## src/rtl/csm_ram.sv

```systemverilog
// csm_ram: generic single-write, single-read ram with registered read data
// no dependencies; used for both prefix tables
module csm_ram #(
    parameter int WIDTH = 8,
    parameter int DEPTH = 16,
    localparam int AW   = (DEPTH > 1) ? $clog2(DEPTH) : 1
) (
    input  logic             aclk,
    input  logic             we,
    input  logic [AW-1:0]    waddr,
    input  logic [WIDTH-1:0] wdata,
    input  logic [AW-1:0]    raddr,
    output logic [WIDTH-1:0] rdata
);

    logic [WIDTH-1:0] mem [DEPTH];
    logic [WIDTH-1:0] rdata_reg;

    // write port and registered read port
    always_ff @(posedge aclk) begin
        if (we) begin
            mem[waddr] <= wdata;
        end
        rdata_reg <= mem[raddr];
    end

    assign rdata = rdata_reg;

endmodule

```

## config.mk

```make
export PLATFORM = sky130hd
export DESIGN_NAME = csm_ram
export DESIGN_NICKNAME = d
export VERILOG_FILES = /design/src/rtl/csm_ram.sv
export SDC_FILE = /design/constraint.sdc
export NUM_CORES = 1
export LEC_CHECK = 0
export ABC_CLOCK_PERIOD_IN_PS = 1900
export BUFFER_PORTS_ARGS = -buffer_cell sky130_fd_sc_hd__buf_2
export CORE_ASPECT_RATIO = 0.75
export CORE_MARGIN = 1
export CORE_UTILIZATION = 33
export DETAILED_ROUTE_END_ITERATION = 6
export PLACE_DENSITY = 0.52
export SKIP_LAST_GASP = 1
export SYNTH_ARGS = -nofsm -noshare
export SYNTH_HDL_FRONTEND = slang
export SYNTH_SLANG_ARGS = --single-unit
```

## constraint.sdc

```tcl
create_clock -name aclk -period 1.9 [get_ports aclk]
set_clock_uncertainty 0.05 [all_clocks]
set_input_delay 0.285 -clock aclk [delete_from_list [all_inputs] [get_ports aclk]]
set_output_delay 0.285 -clock aclk [all_outputs]
set_load 0.02 [all_outputs]
```

### Word-level counts from Yosys, hierarchy flattened

Memories as Yosys holds them, arrays and structs flattened. A register that Yosys moved wholly into a read port is not among the register bits.
Cells that the tools add are included.

| word-level totals | value |
|---|---|
| register bits | 0 |
| bits in writable memories | 128 |
| input bits | 18 |
| memories kept | 1 |

| operators by class | value |
|---|---|
| multiplexer cells | 2 |

Memory list:

| memory | words | width | rd ports | clocked after Yosys merged registers in | wr ports | line | source |
|---|---|---|---|---|---|---|---|
| mem | 16 | 8 | 1 | 1 | 1 | 16 | `logic [WIDTH-1:0] mem [DEPTH];` |

Operator list:

| cell | count |
|---|---|
| $mux 1 | 2 |

### Logic depth before layout (Yosys ltp)

| logic depth | value |
|---|---|
| depth in word-level cells | 2 |
| depth in mapped cells | 5 |
| mapped depth without buffers | 3 |

### Worst setup path before layout

Ideal clock, no wire load.

| path | value |
|---|---|
| path kind | input port to flip-flop |
| start | input port waddr[2] |
| end | memory mem[0][0], enable pin |
| arrival time | 1.395 ns |
| slack | 0.072 ns |
| stages | 2 |
| buffers on the path | 0 |
| cells stage by stage | or3b_2 -> nor3_1 |

RTL lines:

| element | line | source |
|---|---|---|
| start, declared | 10 | `input logic [AW-1:0] waddr,` |
| end, declared | 16 |  |

Straight into the memory's write port.

==> results.tsv <==
metric	value	unit
outcome	complete, no violations	
TritonCTS buffer count	17	
fin nets	300	
Sw Ratio	0.188	
Initial DRC Count	179	
leakage	2.13	nW
Avg Inst Size Synth	22.5	um^2
final hold violation count	0	
Root Driver	clkbuf_16	
Final ANT Viol Nets	0	
starting density of the core	0.338	
final setup fails	0	
via count	2400	
fin crit share	0.731	
first-pass GRT wire length	15600	um
Reg clk slew, reported paths	0.06	ns
top-area cell type share of the netlist area	0.747	
H-tree Lvls	4	
CP Data Arrival Time	1.62	ns
slew at the pin with the worst max-slew slack	0.894	ns
max cap viols	0	
die span in y	110	um
layout cell share with drive strength beyond 1	0.312	
Logic pwr share	0.046	
Psw	0.00138	W
post-cts resize count	0	
Critical Setup Path Class	reg2reg	
port bufs	25	
Peak VDD IR	575	uV
number of flip-flops in the largest register	128	
top post-synthesis cells by area	edfxtp_1 (75%), mux4_2 (7.9%), mux4_1 (7.1%)	
syn nets	247	
CP endpoint kind	register	
DR pass1 iterations	6	
crit-path max FO	1	
# Post-CTS Setup Buffers	0	
Synth Instances	229	
Post-route DRC	0	
Top Ports	26	
core footprint	15200	um^2
vias in the first global route	2557	
#FFs+latches synth	136	
sequential power share	0.462	
die width	146	um
Max Freq	0.720	GHz
minimum clock period	1.39	ns
crit start category	register	
CTS tree	built	
Worst slew margin	0.403	
setup TNS	0	ns
Int Pwr	0.00594	W
largest net degree at the start of global routing	33	
initial antenna violation count	1	
routed wire length	10100	um
RSZ-0062 raised after global routing	false	
Synth area leader	edfxtp_1	
routed vias/inst	4.79	
Final GP Congestion	0.675	
Area growth syn-to-layout	22.0	%
Worst EP required	2.13	ns
Placement Rows	39	
worst hold path class	in2reg	
clock sinks	136	
Yosys cell types	19	
PwrDens	1160	nW/um^2
die area	16100	um^2
post-DP HPWL	6630	um
YS warnings	0	
clock latency at the later pin of the worst-skew pair	0.40	ns
clk buf depth	2	
final core occ	0.413	
GRT Util Overall	0.139	
GR Overflow Total	0	
Mapped Area	5150	um^2
clock power share	0.492	
Slew Viols, Final	0	
cts hold-fix bufs	0	
Seq/Total Area, Yosys	0.778	
detailed-route wire length per cell	20.2	um
[area by class of cell]
type / instances / area, um^2
multi-input combinational: 83 / 1060
timing repair buffer: 44 / 305
clock buffer: 17 / 425
antenna: 1 / 2.50
tap: 205 / 256
fill: 1381 / 8940
clock inverter: 15 / 231
sequential: 136 / 4000
[placed cells by master (no fill, tap or decap), types with 2 or more instances in the layout]
cell and n:
a22oi_1 16, clkinv_2 3, clkinv_1 3, nand3b_1 2
clkbuf_16 17, bufinv_16 6, buf_2 25, buf_4 16
nand2b_1 2, dfxtp_1 8, nor2_1 13, nor3_1 4
mux4_1 14, edfxtp_1 128, nand2_1 9, buf_12 3
clkinv_4 2, mux4_2 18
[power groups by stage]
stage          Combinational, W  Sequential (W)  Clock [W]
2_1_floorplan          0.000170         0.00346          0
3_3_place_gp           0.000337         0.00344          0
6_report               0.000336         0.00338    0.00360
3_5_place_dp           0.000343         0.00344          0
5_1_grt                0.000368         0.00338    0.00380
4_1_cts                0.000343         0.00338    0.00366
[worst paths after layout]
path / start / end / slack [ns] / cells after the start
min reg2reg: mem[8][3]$_DFFE_PP_ / rdata[3]$_DFF_P_ / 0.63 / 3
max reg2reg: mem[9][5]$_DFFE_PP_ / rdata[5]$_DFF_P_ / 0.51 / 3
max: mem[9][5]$_DFFE_PP_ / rdata[5]$_DFF_P_ / 0.51 / 3
min: wdata[4] / mem[15][4]$_DFFE_PP_ / 0.22 / 1
[per-stage QoR]
| step | worst slack [ns] | hold WS (ns) | std cells | total power [W] | cell area (um^2) |
|---|---|---|---|---|---|
| final | 0.511 | 0.221 | 501 | 0.00731 | 6280 |
| after global routing | 0.408 | 0.208 | 500 | 0.00755 | 6280 |
| after CTS | 0.488 | 0.205 | 500 | 0.00739 | 6280 |
| after detailed placement | 0.123 | 0.612 | 468 | 0.00378 | 5620 |
| after global placement | 0.126 | 0.607 | 468 | 0.00378 | 5620 |
| after floorplan | 0.0721 | 0.334 | 229 | 0.00363 | 5150 |
[Yosys cell counts (all sizes together)]
cell type / instances
or3b: 1
buf: 7
and2b: 1
a22oi: 16
nand2b: 2
nor3: 4
and2: 1
edfxtp: 128
mux4: 32
nor2: 13
nor2b: 1
nand3: 1
nand3b: 2
clkdlybuf4s25: 3
nand2: 9
dfxtp: 8
[critical path, cell delays in order (launching register included)]
cell and delay [ns]:
edfxtp_1 0.36, mux4_1 0.50, a22oi_1 0.27, nand2_1 0.09
[kinds of logic after synthesis]
group / synth area share
AOI/OAI and AO/OA: 0.0233
muxes: 0.150
and+or+nand+nor: 0.0318
buffers and inverters: 0.0168
DFF: 0.778
[layer usage]
layer	track usage	vias up	share of wire
li1	-	1084	-
met1	0.201	1263	0.52
met4	0.0469	0	0.0084
met5	0	-	0
met2	0.202	44	0.44
met3	0.0387	9	0.035
(Power assumes the default switching activity.)
